`config.mk`:
```
export PLATFORM = sky130hd
export DESIGN_NAME = aesc_ctrl
export DESIGN_NICKNAME = d
export VERILOG_FILES = /design/src/hdl/aesc_pkg.sv /design/src/hdl/aesc_ctrl.sv
export SDC_FILE = /design/constraint.sdc
export NUM_CORES = 1
export LEC_CHECK = 0
export BUFFER_PORTS_ARGS = -buffer_cell sky130_fd_sc_hd__buf_4
export CORE_AREA = 10 10 47 49
export CTS_BUF_LIST = sky130_fd_sc_hd__clkbuf_16
export DETAILED_ROUTE_END_ITERATION = 10
export DIE_AREA = 0 0 57 59
export SLEW_MARGIN = 20
export SYNTH_ARGS = -nofsm -noshare
export SYNTH_HDL_FRONTEND = slang
export SYNTH_SLANG_ARGS = --single-unit
```
`constraint.sdc`:
```
create_clock -name clk -period 2.54 [get_ports clk]
set_input_delay 0.127 -clock clk [delete_from_list [all_inputs] [get_ports clk]]
set_output_delay 0.127 -clock clk [all_outputs]
set_load 0.01 [all_outputs]
```
`src/hdl/aesc_pkg.sv`:
```
// ----------------------------------------------------------------------------
// aesc_pkg
// types, constants and round functions shared by the aes ecb/cbc core
// ----------------------------------------------------------------------------
`timescale 1ns / 1ps

package aesc_pkg;

  localparam int BLOCK_BYTES = 16;
  localparam logic [7:0] GF_REDUCE = 8'h1b;
  localparam logic [3:0] ROUND_BASE = 4'd6;
  localparam int KEY_ROWS = 15;
  localparam int ROW_W = $clog2(KEY_ROWS);

  // configuration register indexes
  localparam logic [2:0] CFG_KEY0     = 3'd0;
  localparam logic [2:0] CFG_KEY1     = 3'd1;
  localparam logic [2:0] CFG_KEY2     = 3'd2;
  localparam logic [2:0] CFG_KEY3     = 3'd3;
  localparam logic [2:0] CFG_KEY_LEN  = 3'd4;
  localparam logic [2:0] CFG_MODE     = 3'd5;
  localparam logic [2:0] CFG_IV_HIGH  = 3'd6;
  localparam logic [2:0] CFG_IV_LOW   = 3'd7;

  typedef struct packed {
    logic key_start;
    logic key_step;
    logic load;
    logic add0;
    logic round;
    logic fin;
  } cmd_t;

  typedef struct packed {
    logic key_last;
    logic last_round;
  } status_t;

  localparam logic [7:0] SBOX [256] = '{
    8'h63,8'h7c,8'h77,8'h7b,8'hf2,8'h6b,8'h6f,8'hc5,8'h30,8'h01,8'h67,8'h2b,8'hfe,8'hd7,8'hab,8'h76,
    8'hca,8'h82,8'hc9,8'h7d,8'hfa,8'h59,8'h47,8'hf0,8'had,8'hd4,8'ha2,8'haf,8'h9c,8'ha4,8'h72,8'hc0,
    8'hb7,8'hfd,8'h93,8'h26,8'h36,8'h3f,8'hf7,8'hcc,8'h34,8'ha5,8'he5,8'hf1,8'h71,8'hd8,8'h31,8'h15,
    8'h04,8'hc7,8'h23,8'hc3,8'h18,8'h96,8'h05,8'h9a,8'h07,8'h12,8'h80,8'he2,8'heb,8'h27,8'hb2,8'h75,
    8'h09,8'h83,8'h2c,8'h1a,8'h1b,8'h6e,8'h5a,8'ha0,8'h52,8'h3b,8'hd6,8'hb3,8'h29,8'he3,8'h2f,8'h84,
    8'h53,8'hd1,8'h00,8'hed,8'h20,8'hfc,8'hb1,8'h5b,8'h6a,8'hcb,8'hbe,8'h39,8'h4a,8'h4c,8'h58,8'hcf,
    8'hd0,8'hef,8'haa,8'hfb,8'h43,8'h4d,8'h33,8'h85,8'h45,8'hf9,8'h02,8'h7f,8'h50,8'h3c,8'h9f,8'ha8,
    8'h51,8'ha3,8'h40,8'h8f,8'h92,8'h9d,8'h38,8'hf5,8'hbc,8'hb6,8'hda,8'h21,8'h10,8'hff,8'hf3,8'hd2,
    8'hcd,8'h0c,8'h13,8'hec,8'h5f,8'h97,8'h44,8'h17,8'hc4,8'ha7,8'h7e,8'h3d,8'h64,8'h5d,8'h19,8'h73,
    8'h60,8'h81,8'h4f,8'hdc,8'h22,8'h2a,8'h90,8'h88,8'h46,8'hee,8'hb8,8'h14,8'hde,8'h5e,8'h0b,8'hdb,
    8'he0,8'h32,8'h3a,8'h0a,8'h49,8'h06,8'h24,8'h5c,8'hc2,8'hd3,8'hac,8'h62,8'h91,8'h95,8'he4,8'h79,
    8'he7,8'hc8,8'h37,8'h6d,8'h8d,8'hd5,8'h4e,8'ha9,8'h6c,8'h56,8'hf4,8'hea,8'h65,8'h7a,8'hae,8'h08,
    8'hba,8'h78,8'h25,8'h2e,8'h1c,8'ha6,8'hb4,8'hc6,8'he8,8'hdd,8'h74,8'h1f,8'h4b,8'hbd,8'h8b,8'h8a,
    8'h70,8'h3e,8'hb5,8'h66,8'h48,8'h03,8'hf6,8'h0e,8'h61,8'h35,8'h57,8'hb9,8'h86,8'hc1,8'h1d,8'h9e,
    8'he1,8'hf8,8'h98,8'h11,8'h69,8'hd9,8'h8e,8'h94,8'h9b,8'h1e,8'h87,8'he9,8'hce,8'h55,8'h28,8'hdf,
    8'h8c,8'ha1,8'h89,8'h0d,8'hbf,8'he6,8'h42,8'h68,8'h41,8'h99,8'h2d,8'h0f,8'hb0,8'h54,8'hbb,8'h16
  };

  localparam logic [7:0] INV_SBOX [256] = '{
    8'h52,8'h09,8'h6a,8'hd5,8'h30,8'h36,8'ha5,8'h38,8'hbf,8'h40,8'ha3,8'h9e,8'h81,8'hf3,8'hd7,8'hfb,
    8'h7c,8'he3,8'h39,8'h82,8'h9b,8'h2f,8'hff,8'h87,8'h34,8'h8e,8'h43,8'h44,8'hc4,8'hde,8'he9,8'hcb,
    8'h54,8'h7b,8'h94,8'h32,8'ha6,8'hc2,8'h23,8'h3d,8'hee,8'h4c,8'h95,8'h0b,8'h42,8'hfa,8'hc3,8'h4e,
    8'h08,8'h2e,8'ha1,8'h66,8'h28,8'hd9,8'h24,8'hb2,8'h76,8'h5b,8'ha2,8'h49,8'h6d,8'h8b,8'hd1,8'h25,
    8'h72,8'hf8,8'hf6,8'h64,8'h86,8'h68,8'h98,8'h16,8'hd4,8'ha4,8'h5c,8'hcc,8'h5d,8'h65,8'hb6,8'h92,
    8'h6c,8'h70,8'h48,8'h50,8'hfd,8'hed,8'hb9,8'hda,8'h5e,8'h15,8'h46,8'h57,8'ha7,8'h8d,8'h9d,8'h84,
    8'h90,8'hd8,8'hab,8'h00,8'h8c,8'hbc,8'hd3,8'h0a,8'hf7,8'he4,8'h58,8'h05,8'hb8,8'hb3,8'h45,8'h06,
    8'hd0,8'h2c,8'h1e,8'h8f,8'hca,8'h3f,8'h0f,8'h02,8'hc1,8'haf,8'hbd,8'h03,8'h01,8'h13,8'h8a,8'h6b,
    8'h3a,8'h91,8'h11,8'h41,8'h4f,8'h67,8'hdc,8'hea,8'h97,8'hf2,8'hcf,8'hce,8'hf0,8'hb4,8'he6,8'h73,
    8'h96,8'hac,8'h74,8'h22,8'he7,8'had,8'h35,8'h85,8'he2,8'hf9,8'h37,8'he8,8'h1c,8'h75,8'hdf,8'h6e,
    8'h47,8'hf1,8'h1a,8'h71,8'h1d,8'h29,8'hc5,8'h89,8'h6f,8'hb7,8'h62,8'h0e,8'haa,8'h18,8'hbe,8'h1b,
    8'hfc,8'h56,8'h3e,8'h4b,8'hc6,8'hd2,8'h79,8'h20,8'h9a,8'hdb,8'hc0,8'hfe,8'h78,8'hcd,8'h5a,8'hf4,
    8'h1f,8'hdd,8'ha8,8'h33,8'h88,8'h07,8'hc7,8'h31,8'hb1,8'h12,8'h10,8'h59,8'h27,8'h80,8'hec,8'h5f,
    8'h60,8'h51,8'h7f,8'ha9,8'h19,8'hb5,8'h4a,8'h0d,8'h2d,8'he5,8'h7a,8'h9f,8'h93,8'hc9,8'h9c,8'hef,
    8'ha0,8'he0,8'h3b,8'h4d,8'hae,8'h2a,8'hf5,8'hb0,8'hc8,8'heb,8'hbb,8'h3c,8'h83,8'h53,8'h99,8'h61,
    8'h17,8'h2b,8'h04,8'h7e,8'hba,8'h77,8'hd6,8'h26,8'he1,8'h69,8'h14,8'h63,8'h55,8'h21,8'h0c,8'h7d
  };

  function automatic logic [7:0] xtime(input logic [7:0] a);
    return {a[6:0], 1'b0} ^ (a[7] ? GF_REDUCE : 8'h00);
  endfunction

  function automatic logic [31:0] sub_word(input logic [31:0] w);
    return {SBOX[w[31:24]], SBOX[w[23:16]], SBOX[w[15:8]], SBOX[w[7:0]]};
  endfunction

  function automatic logic [31:0] mix_col(input logic [31:0] w);
    logic [7:0] a0, a1, a2, a3;
    a0 = w[31:24]; a1 = w[23:16]; a2 = w[15:8]; a3 = w[7:0];
    return {xtime(a0) ^ xtime(a1) ^ a1 ^ a2 ^ a3,
            a0 ^ xtime(a1) ^ xtime(a2) ^ a2 ^ a3,
            a0 ^ a1 ^ xtime(a2) ^ xtime(a3) ^ a3,
            xtime(a0) ^ a0 ^ a1 ^ a2 ^ xtime(a3)};
  endfunction

  function automatic logic [7:0] gm9(input logic [7:0] a);
    return xtime(xtime(xtime(a))) ^ a;
  endfunction
  function automatic logic [7:0] gm11(input logic [7:0] a);
    return xtime(xtime(xtime(a))) ^ xtime(a) ^ a;
  endfunction
  function automatic logic [7:0] gm13(input logic [7:0] a);
    return xtime(xtime(xtime(a))) ^ xtime(xtime(a)) ^ a;
  endfunction
  function automatic logic [7:0] gm14(input logic [7:0] a);
    return xtime(xtime(xtime(a))) ^ xtime(xtime(a)) ^ xtime(a);
  endfunction

  function automatic logic [31:0] inv_mix_col(input logic [31:0] w);
    logic [7:0] a0, a1, a2, a3;
    a0 = w[31:24]; a1 = w[23:16]; a2 = w[15:8]; a3 = w[7:0];
    return {gm14(a0) ^ gm11(a1) ^ gm13(a2) ^ gm9(a3),
            gm9(a0) ^ gm14(a1) ^ gm11(a2) ^ gm13(a3),
            gm13(a0) ^ gm9(a1) ^ gm14(a2) ^ gm11(a3),
            gm11(a0) ^ gm13(a1) ^ gm9(a2) ^ gm14(a3)};
  endfunction

  // byte k of the state sits at bits 127-8k downto 120-8k
  function automatic logic [127:0] enc_round(input logic [127:0] s, input logic [127:0] rk,
                                             input logic last);
    logic [7:0] b [16];
    logic [127:0] t;
    logic [127:0] m;
    for (int k = 0; k < 16; k++) b[k] = SBOX[s[127-8*k -: 8]];
    for (int c = 0; c < 4; c++)
      for (int r = 0; r < 4; r++)
        t[127-8*(4*c+r) -: 8] = b[4*((c+r)%4)+r];
    for (int c = 0; c < 4; c++) m[127-32*c -: 32] = mix_col(t[127-32*c -: 32]);
    return (last ? t : m) ^ rk;
  endfunction

  function automatic logic [127:0] dec_round(input logic [127:0] s, input logic [127:0] rk,
                                             input logic last);
    logic [127:0] t;
    logic [127:0] m;
    for (int c = 0; c < 4; c++)
      for (int r = 0; r < 4; r++)
        t[127-8*(4*c+r) -: 8] = INV_SBOX[s[127-8*(4*((c+3*r)%4)+r) -: 8]];
    t = t ^ rk;
    for (int c = 0; c < 4; c++) m[127-32*c -: 32] = inv_mix_col(t[127-32*c -: 32]);
    return last ? t : m;
  endfunction

  // key words for the key length code, code 3 acts as 256 bits
  function automatic logic [3:0] key_words(input logic [1:0] klen);
    return (klen == 2'd0) ? 4'd4 : ((klen == 2'd1) ? 4'd6 : 4'd8);
  endfunction

endpackage

```
`src/hdl/aesc_ctrl.sv`:
```
// ----------------------------------------------------------------------------
// aesc_ctrl
// sequencer for key expansion, rounds and output handshake
// ----------------------------------------------------------------------------
`timescale 1ns / 1ps

module aesc_ctrl (
  input  logic              clk,
  input  logic              rst,
  input  logic              key_write,
  input  logic              in_valid,
  output logic              in_ready,
  output logic              out_valid,
  input  logic              out_ready,
  output aesc_pkg::cmd_t    cmd,
  input  aesc_pkg::status_t status
);
  import aesc_pkg::*;

  typedef enum logic [4:0] {
    ST_IDLE   = 5'b00001,
    ST_EXPAND = 5'b00010,
    ST_ADD0   = 5'b00100,
    ST_ROUND  = 5'b01000,
    ST_FIN    = 5'b10000
  } state_t;

  state_t state, state_next;
  logic   dirty, dirty_next;
  logic   out_valid_next;

  assign in_ready = (state == ST_IDLE) && !dirty;

  always_comb begin
    cmd        = '0;
    state_next = state;
    unique case (state)
      ST_IDLE: begin
        if (dirty) begin
          cmd.key_start = 1'b1;
          state_next    = ST_EXPAND;
        end else if (in_valid) begin
          cmd.load   = 1'b1;
          state_next = ST_ADD0;
        end
      end
      ST_EXPAND: begin
        cmd.key_step = 1'b1;
        if (status.key_last) state_next = ST_IDLE;
      end
      ST_ADD0: begin
        cmd.add0   = 1'b1;
        state_next = ST_ROUND;
      end
      ST_ROUND: begin
        cmd.round = 1'b1;
        if (status.last_round) state_next = ST_FIN;
      end
      ST_FIN: begin
        if (!out_valid || out_ready) begin
          cmd.fin    = 1'b1;
          state_next = ST_IDLE;
        end
      end
      default: state_next = ST_IDLE;
    endcase
    dirty_next     = (dirty && !cmd.key_start) || key_write;
    out_valid_next = cmd.fin || (out_valid && !out_ready);
  end

  always_ff @(posedge clk) begin
    if (rst) begin
      state     <= ST_IDLE;
      dirty     <= 1'b1;
      out_valid <= 1'b0;
    end else begin
      state     <= state_next;
      dirty     <= dirty_next;
      out_valid <= out_valid_next;
    end
  end

  a_fin_sets_valid: assert property (@(posedge clk) disable iff (rst)
    cmd.fin |=> out_valid) else $error("result not presented after finish");
  a_no_load_dirty: assert property (@(posedge clk) disable iff (rst)
    cmd.load |-> !dirty) else $error("block taken with stale round keys");
  a_round_to_fin: assert property (@(posedge clk) disable iff (rst)
    (state == ST_ROUND && status.last_round) |=> state == ST_FIN)
    else $error("last round did not finish");
  a_expand_end: assert property (@(posedge clk) disable iff (rst)
    (state == ST_EXPAND && status.key_last) |=> state == ST_IDLE)
    else $error("key expansion overran");

endmodule

```
# Word level (Yosys, flattened, before mapping)
# Index checks and enable logic that the tools add are counted.
classes:
  n_eq_ne: 9
  muxes: 16
  reduce_logical: 11
op_table:
  columns: ["cell", "n"]
  rows:
  - ["2-to-1 mux 5 bit", 5]
  - ["case mux 5 bit (5 select lines)", 1]
  - ["2-to-1 mux 1 bit", 10]
  - ["!= test 2 bit (second input constant)", 3]
  - ["equality test 5 x 1 -> 1 bit (second input constant)", 1]
  - ["equality test 5 x 2 -> 1 bit (second input constant)", 1]
  - ["equality test 5 x 3 -> 1 bit (second input constant)", 1]
  - ["equality test 5 x 4 -> 1 bit (second input constant)", 1]
  - ["equality test 5 bit (second input constant)", 1]
  - ["logical NOT 1 bit", 4]
  - ["AND reduction 4 bit", 1]
  - ["logical AND 1 bit", 3]
  - ["logical OR 1 bit", 3]
  - ["!= test 3 bit (second input constant)", 1]
totals:
  register_bits: 7
  inputBits: 7
  output_inout_bits: 8
  elab_cells: 39

# Depth between registers and ports, before layout
# Gate-level depths: netlist of the first run.
depth:
  ltp_word: 5
  ltp_mapped: 5

# Least setup slack after synthesis of the first run
# OpenSTA, ideal clock, no wires.
synth_path:
  kind: "register to register"
  start: "reg state[3]"
  end: "reg state[4]"
  setup_ps: 121
  t_arrival_ps: 1342
  setup_slack_ps: 1077
  stages_incl_launch_ff: 6
  n_path_buf: 1
  period_less_slack_ps: 1463
  path_cell_list: "dfxtp_1 buf_4 nor4_4 nand2_2 o311ai_4 mux2_4"
synth_between:
  elab_chain_cells: 3
  word_cells_on_any_way: 11
  cone_classes: "9 x eq/ne; 1 x mux; 1 x reduce/logical"
synth_lines:
  columns: ["item", "line_no", "rtl"]
  rows:
  - ["start: declaration", "aesc_ctrl.sv:28", "state_t state, state_next;"]
  - ["start signal: assignment", "aesc_ctrl.sv:77", "state <= state_next;"]
  - ["equality test 5 x 1 -> 1 bit, or another cell as far along", "aesc_ctrl.sv:37", "unique case (state)"]
  - ["!= test 3 bit (no line) / != test 2 bit (equally long branches)", null, null]
  - ["AND reduction 4 bit (no line)", null, null]
# Parallel ways exist; a longest one is shown, timed or not.
# A chain may end at the register's enable or synchronous reset.

# Worst setup path after layout of the first run
layout_path:
  start: "reg state[4]"
  end: "reg state[4]"
# Same word-level chain as after synthesis.

==> impl_metrics.json, run 1 <==
{
  "synth_mux_area_share_pct": 3.333,
  "tightest_slew_ns": 0.4007,
  "crit_chain": "nor4bb_1 -> o21ai_2 -> o311ai_4 -> mux2_4",
  "antenna_found_initial": 0,
  "cts_buffers": 3,
  "fin_crit_sh_pct": 63.36,
  "dp_cells": 74,
  "drive_above_1_share_pct": 43.55,
  "cts-resized-gates": 0,
  "multiInputGateArea_um2": 284.0,
  "diodes": 0,
  "overflow": 0,
  "min_from": "key_write",
  "clkTransAtPathRegs_ns": 0.04,
  "via_count": 397,
  "rows": 14,
  "totalWireLength_um": 1029,
  "crit_slowest_cell": "dfxtp_1",
  "postLayoutCellArea_um2": 633.1,
  "root_buffer": "clkbuf_16",
  "cp_max_fo": 10,
  "ir_drop_mv": 0.4350,
  "seq_area_um2": 140.1,
  "grt_max_degree": 11,
  "worst_path_largest_cell_delay_ns": 0.51,
  "place_area_um2": 553.0,
  "die_w_um": 57,
  "r2r-start": "state[4]",
  "fill_cells": 152,
  "drtIter0Drc": 4,
  "core_area_um2": 1401,
  "run_status": "finished, final reports clean",
  "fmax_mhz": 621.4,
  "finalHoldViolCount": 0,
  "hold_depth": 2,
  "clock_skew_ns": 0.001132,
  "slew_viol_final": 0,
  "synth_area_per_cell_um2": 9.584,
  "fin_crit_ns": 1.609,
  "routedWlPerCell_um": 13.19,
  "max_slew_margin_pct": 72.92,
  "insertion_delay_ns": 0.23,
  "crit_required_ns": 2.66,
  "grt_pass1_vias": 407,
  "synth_seq_cells": 7,
  "grt_pass1_wl_um": 1800,
  "place_congestion": 0.6846,
  "drc": 0,
  "worstHoldEndpoint": "dirty",
  "layout_common_cells": "buf_4 (14), dfxtp_1 (7), nor2_1 (4), a21oi_1 (3), clkbuf_16 (3)",
  "ff2ff_path_depth": 4,
  "syn_nets": 54,
  "start_util_pct": 32.14,
  "vias_per_cell": 5.090,
  "cts_setup_buffers": 0,
  "r2r_slack_ns": 0.93,
  "pre_cts_ws_ns": 1.001,
  "finalSetupViolations": 0,
  "start_kind": "flip-flop",
  "hpwl_um": 778.3,
  "hold_class": "in2reg",
  "cts_hold_buffers": 0,
  "final_common_cell": "buf_4",
  "die_h_um": 59,
  "cts_tree": "yes",
  "setup_ws_ns": 0.9306,
  "grt.total_usage_pct": 6.695,
  "port_buffers": 14,
  "synth-xor-area-share_pct": 1.944,
  "grt_setup_unrepaired": "false",
  "rr_endpoint": "state[4]",
  "synth-simple-area-share_pct": 39.44,
  "ys_warn_count": 0,
  "clockBufferDepth": 2,
  "netlist_instances": 47,
  "fin_cells": 78,
  "fin_nets": 70,
  "ys_seq_area_share_pct": 31.11,
  "synth_compound_area_share_pct": 18.33,
  "synthToLayoutAreaGrowth_pct": 40.56,
  "yosys.area_share.adder_pct": 0,
  "maxCapViolCount": 0,
  "setup_tns_ns": 0,
  "p_per_area_nw_per_um2": 813.3,
  "die_area_um2": 3363,
  "leakage_nw": 0.2797,
  "clock_sinks": 7,
  "pin_count": 15,
  "arrival_ns": 1.72,
  "async_flop_share_pct": 0,
  "synth_top_family_by_area": "simple AND/OR/NAND/NOR gates",
  "crit_type": "reg2reg",
  "synth.distinct_cells": 30,
  "ant_nets": 0,
  "ctsHtreeMaxLevel": 1,
  "synth_ff_type": "dfxtp_1",
  "endpoint_kind": "flip-flop",
  "drt-pass1-iter-count": 3,
  "synth_edf_count": 0,
  "netlist_area_um2": 450.4
}
[sequential cells by signal (all words and copies together), names as in the netlist]
register,flops
state,5
dirty,1
out_valid,1
[cell families after synthesis]
logic type | after synthesis
flops | 7
compound gates | 9
mux | 1
simple gates | 25
xor+xnor | 1
buf+inv | 4
[how the worst max path moves through the flow]
stage	startpoint	end	slack [ns]
floorplan	state[3]	state[4]	1.08
global placement	state[1]	state[4]	1.01
detailed placement	state[1]	state[4]	1.00
CTS	state[4]	state[4]	0.93
global route	state[2]	cmd[3]	0.81
finish	state[4]	state[4]	0.93
[power by group]
group          internal, mW  leakage (nW)  switching (mW)
sequential            0.122        0.0572          0.0220
clock                 0.206        0.0409          0.0600
combinational        0.0564         0.182          0.0483
[area by class of cell]
cell class,count,share of cell area [%]
timing repair buffer,14,16.60
inverter,1,0.5929
clock buffer,3,11.86
multi-input combinational,36,44.86
clock inverter,1,0.7905
tap,16,3.162
sequential,7,22.13
[cells in the mapped netlist (2+ instances only)]
library cell / n / area (um2)
dfxtp_1: 7 / 140.1
nor2_1: 4 / 15.01
a21oi_1: 3 / 15.01
buf_4: 3 / 22.52
and2b_1: 2 / 15.01
nand2b_1: 2 / 12.51
nor3_1: 2 / 10.01
nor4_1: 2 / 12.51
[stage by stage]
step	hold WS [ns]	total power, mW	util (%)
2_1_floorplan	0.1961	0.2212	-
3_3_place_gp	0.3066	0.2532	39.46
3_5_place_dp	0.3090	0.2523	39.46
4_1_cts	0.07065	0.5220	45.18
5_1_grt	0.06935	0.5434	45.18
6_report	0.07314	0.5149	45.18
[worst max-delay path, delay by kind of cell (launching register included)]
family,cells,cell delay [ns]
AOI/OAI and AO/OA,2,0.27
DFF,1,0.51
muxes,1,0.32
and+or+nand+nor,1,0.39
[per-layer routing]
metal | part of all wire (%) | up-vias | GRT usage, %
met5 | 0 | - | 0
met4 | 1.5 | 0 | 5.034
met1 | 40 | 180 | 7.355
li1 | - | 206 | -
met2 | 54 | 9 | 10.23
met3 | 5.1 | 2 | 2.575
No activity file was read; power rests on OpenSTA's default activity.
==> inputs of run 2 (changes only) <==
==> constraint.sdc (replaced) <==
create_clock -name clk -period 1.4 [get_ports clk]
set_input_delay 0.07 -clock clk [delete_from_list [all_inputs] [get_ports clk]]
set_output_delay 0.07 -clock clk [all_outputs]
set_load 0.01 [all_outputs]
==> run 2 against run 1 <==
Register-to-register slack got worse by 1.1 ns. Clock power up 79%. The flow now finishes with violations (negative setup slack). Setup slack lost 1.1 ns. Largest cell class unchanged. Critical path depth increased by 1. Maximum frequency is 0.98% higher.
==> impl_metrics.json, run 2 (synthesis gave the netlist of run 1 again) <==
{
  "run_status": "complete, but fails checks",
  "violations": "negative setup slack",
  "fin_cells": 97,
  "grtUsageMet3_pct": 3.004,
  "worst_path_largest_cell_delay_ns": 0.35,
  "synthToLayoutAreaGrowth_pct": 90.83,
  "biggestRegsByFlops": "state x5, dirty x1, out_valid x1",
  "rows": 14,
  "endpoint_kind": "flip-flop",
  "ant_nets": 0,
  "cp_max_fo": 3,
  "cts_tree": "yes",
  "ir_drop_mv": 1.451,
  "fin_nets": 89,
  "grt_pass1_wl_um": 2070,
  "drc": 0,
  "grt.total_usage_pct": 7.825,
  "slew_viol_final": 0,
  "via_count": 498,
  "fin_crit_sh_pct": 113.8,
  "cts_buffers": 3,
  "cts_hold_buffers": 0,
  "crit_buf_inv": 1,
  "clock_skew_ns": 0.002436,
  "r2r-start": "state[1]",
  "drt-pass1-iter-count": 2,
  "diodes": 0,
  "totalWireLength_um": 1396,
  "hold_class": "in2reg",
  "die_h_um": 59,
  "place_area_um2": 678.2,
  "max_slew_margin_pct": 72.72,
  "grt_max_degree": 9,
  "start_util_pct": 32.14,
  "setup_ws_ns": -0.1938,
  "crit_type": "reg2reg",
  "maxCapViolCount": 0,
  "insertion_delay_ns": 0.23,
  "drtIter0Drc": 6,
  "pin_count": 15,
  "final_common_cell": "buf_4",
  "finalSetupViolations": 6,
  "core_area_um2": 1401,
  "routedWlPerCell_um": 14.39,
  "hpwl_um": 985.2,
  "clkTransAtPathRegs_ns": 0.04,
  "antenna_found_initial": 0,
  "grt-busiest-layer": "met2",
  "cpLargestDelayFamily": "simple AND/OR/NAND/NOR gates",
  "die_area_um2": 3363,
  "crit_required_ns": 1.52,
  "top_register": "state",
  "vias_per_cell": 5.134,
  "crit_start": "state[1]",
  "grt_util_met1_pct": 7.491,
  "overflow": 0,
  "root_buffer": "clkbuf_16",
  "clock_sinks": 7,
  "met2_usage_pct": 12.71,
  "leakage_nw": 0.3925,
  "start_kind": "flip-flop",
  "dp_cells": 89,
  "tightest_slew_ns": 0.4086,
  "layout_common_cells": "buf_4 (29), dfxtp_1 (4), clkbuf_16 (3), buf_6 (3)",
  "arrival_ns": 1.71,
  "power.total_mw": 1.121,
  "die_w_um": 57,
  "crit_slowest_cell": "dfxtp_4",
  "fin_crit_ns": 1.594,
  "p_per_area_nw_per_um2": 1304,
  "finalHoldViolCount": 0,
  "postLayoutCellArea_um2": 859.6,
  "clockBufferDepth": 2,
  "min_from": "key_write",
  "grt_pass1_vias": 495,
  "ctsHtreeMaxLevel": 1,
  "largest_register_ffs": 5,
  "grt_setup_unrepaired": "true",
  "drive_above_1_share_pct": 69.14,
  "port_buffers": 14,
  "fmax_mhz": 627.4,
  "place_congestion": 0.7543,
  "crit_chain": "nor4_4 -> nand2_2 -> buf_6 -> o311ai_4 -> mux2_4",
  "hold_slack_ns": 0.02675
}
## run 2: cell count changes in the layout (fill, tap and decap cells not counted), moves of 2 or more
cell     before  now
buf_4        14   29
dfxtp_1       7    4
nor2_1        4    2
dfxtp_2       0    2
buf_6         0    3
## run 2: what timing repair did
item,4_1_cts,5_1_grt
gates resized for setup,11,8
buffers inserted,4,0
endpoints found under the setup margin,7,8
pin swaps,1,2
## run 2: stage by stage
step	util (%)	worst slack [ns]	setup TNS, ns
2_1_floorplan	-	-0.06251	-0.06251
3_3_place_gp	48.39	-0.05697	-0.07739
3_5_place_dp	48.39	-0.07879	-0.1001
4_1_cts	58.57	-0.1487	-0.4240
5_1_grt	61.34	-0.2448	-0.9946
6_report	61.34	-0.1938	-0.5692
## run 2: worst paths after layout
kind	slack (ns)	to	cells after the start
worst min register to register	0.59	state[3]	2
worst min-delay path	0.03	dirty	2
worst max-delay path	-0.19	state[4]	5
worst max register to register	-0.19	state[4]	5
## run 2: final cells by class
class | instances | area, um2
Clock inverter | 1 | 3.754
Sequential cell | 7 | 146.4
Tap cell | 16 | 20.02
Clock buffer | 3 | 75.07
Multi-Input combinational cell | 36 | 339.1
Fill cell | 120 | 541.8
Inverter | 1 | 3.754
Timing Repair Buffer | 33 | 271.5
## run 2: metal layers
metal,share of wire [%],vias to the layer above,routed length (um)
li1,-,244,-
met1,38,235,529
met2,52,13,725
met3,5.9,6,83
met4,4.1,0,57
met5,0,-,0
## run 2: power by group
group,leakage [nW],internal [mW],total [mW],switching [mW]
registers,0.0588,0.225,0.257,0.0321
logic,0.291,0.225,0.388,0.162
clock network,0.0423,0.371,0.476,0.105
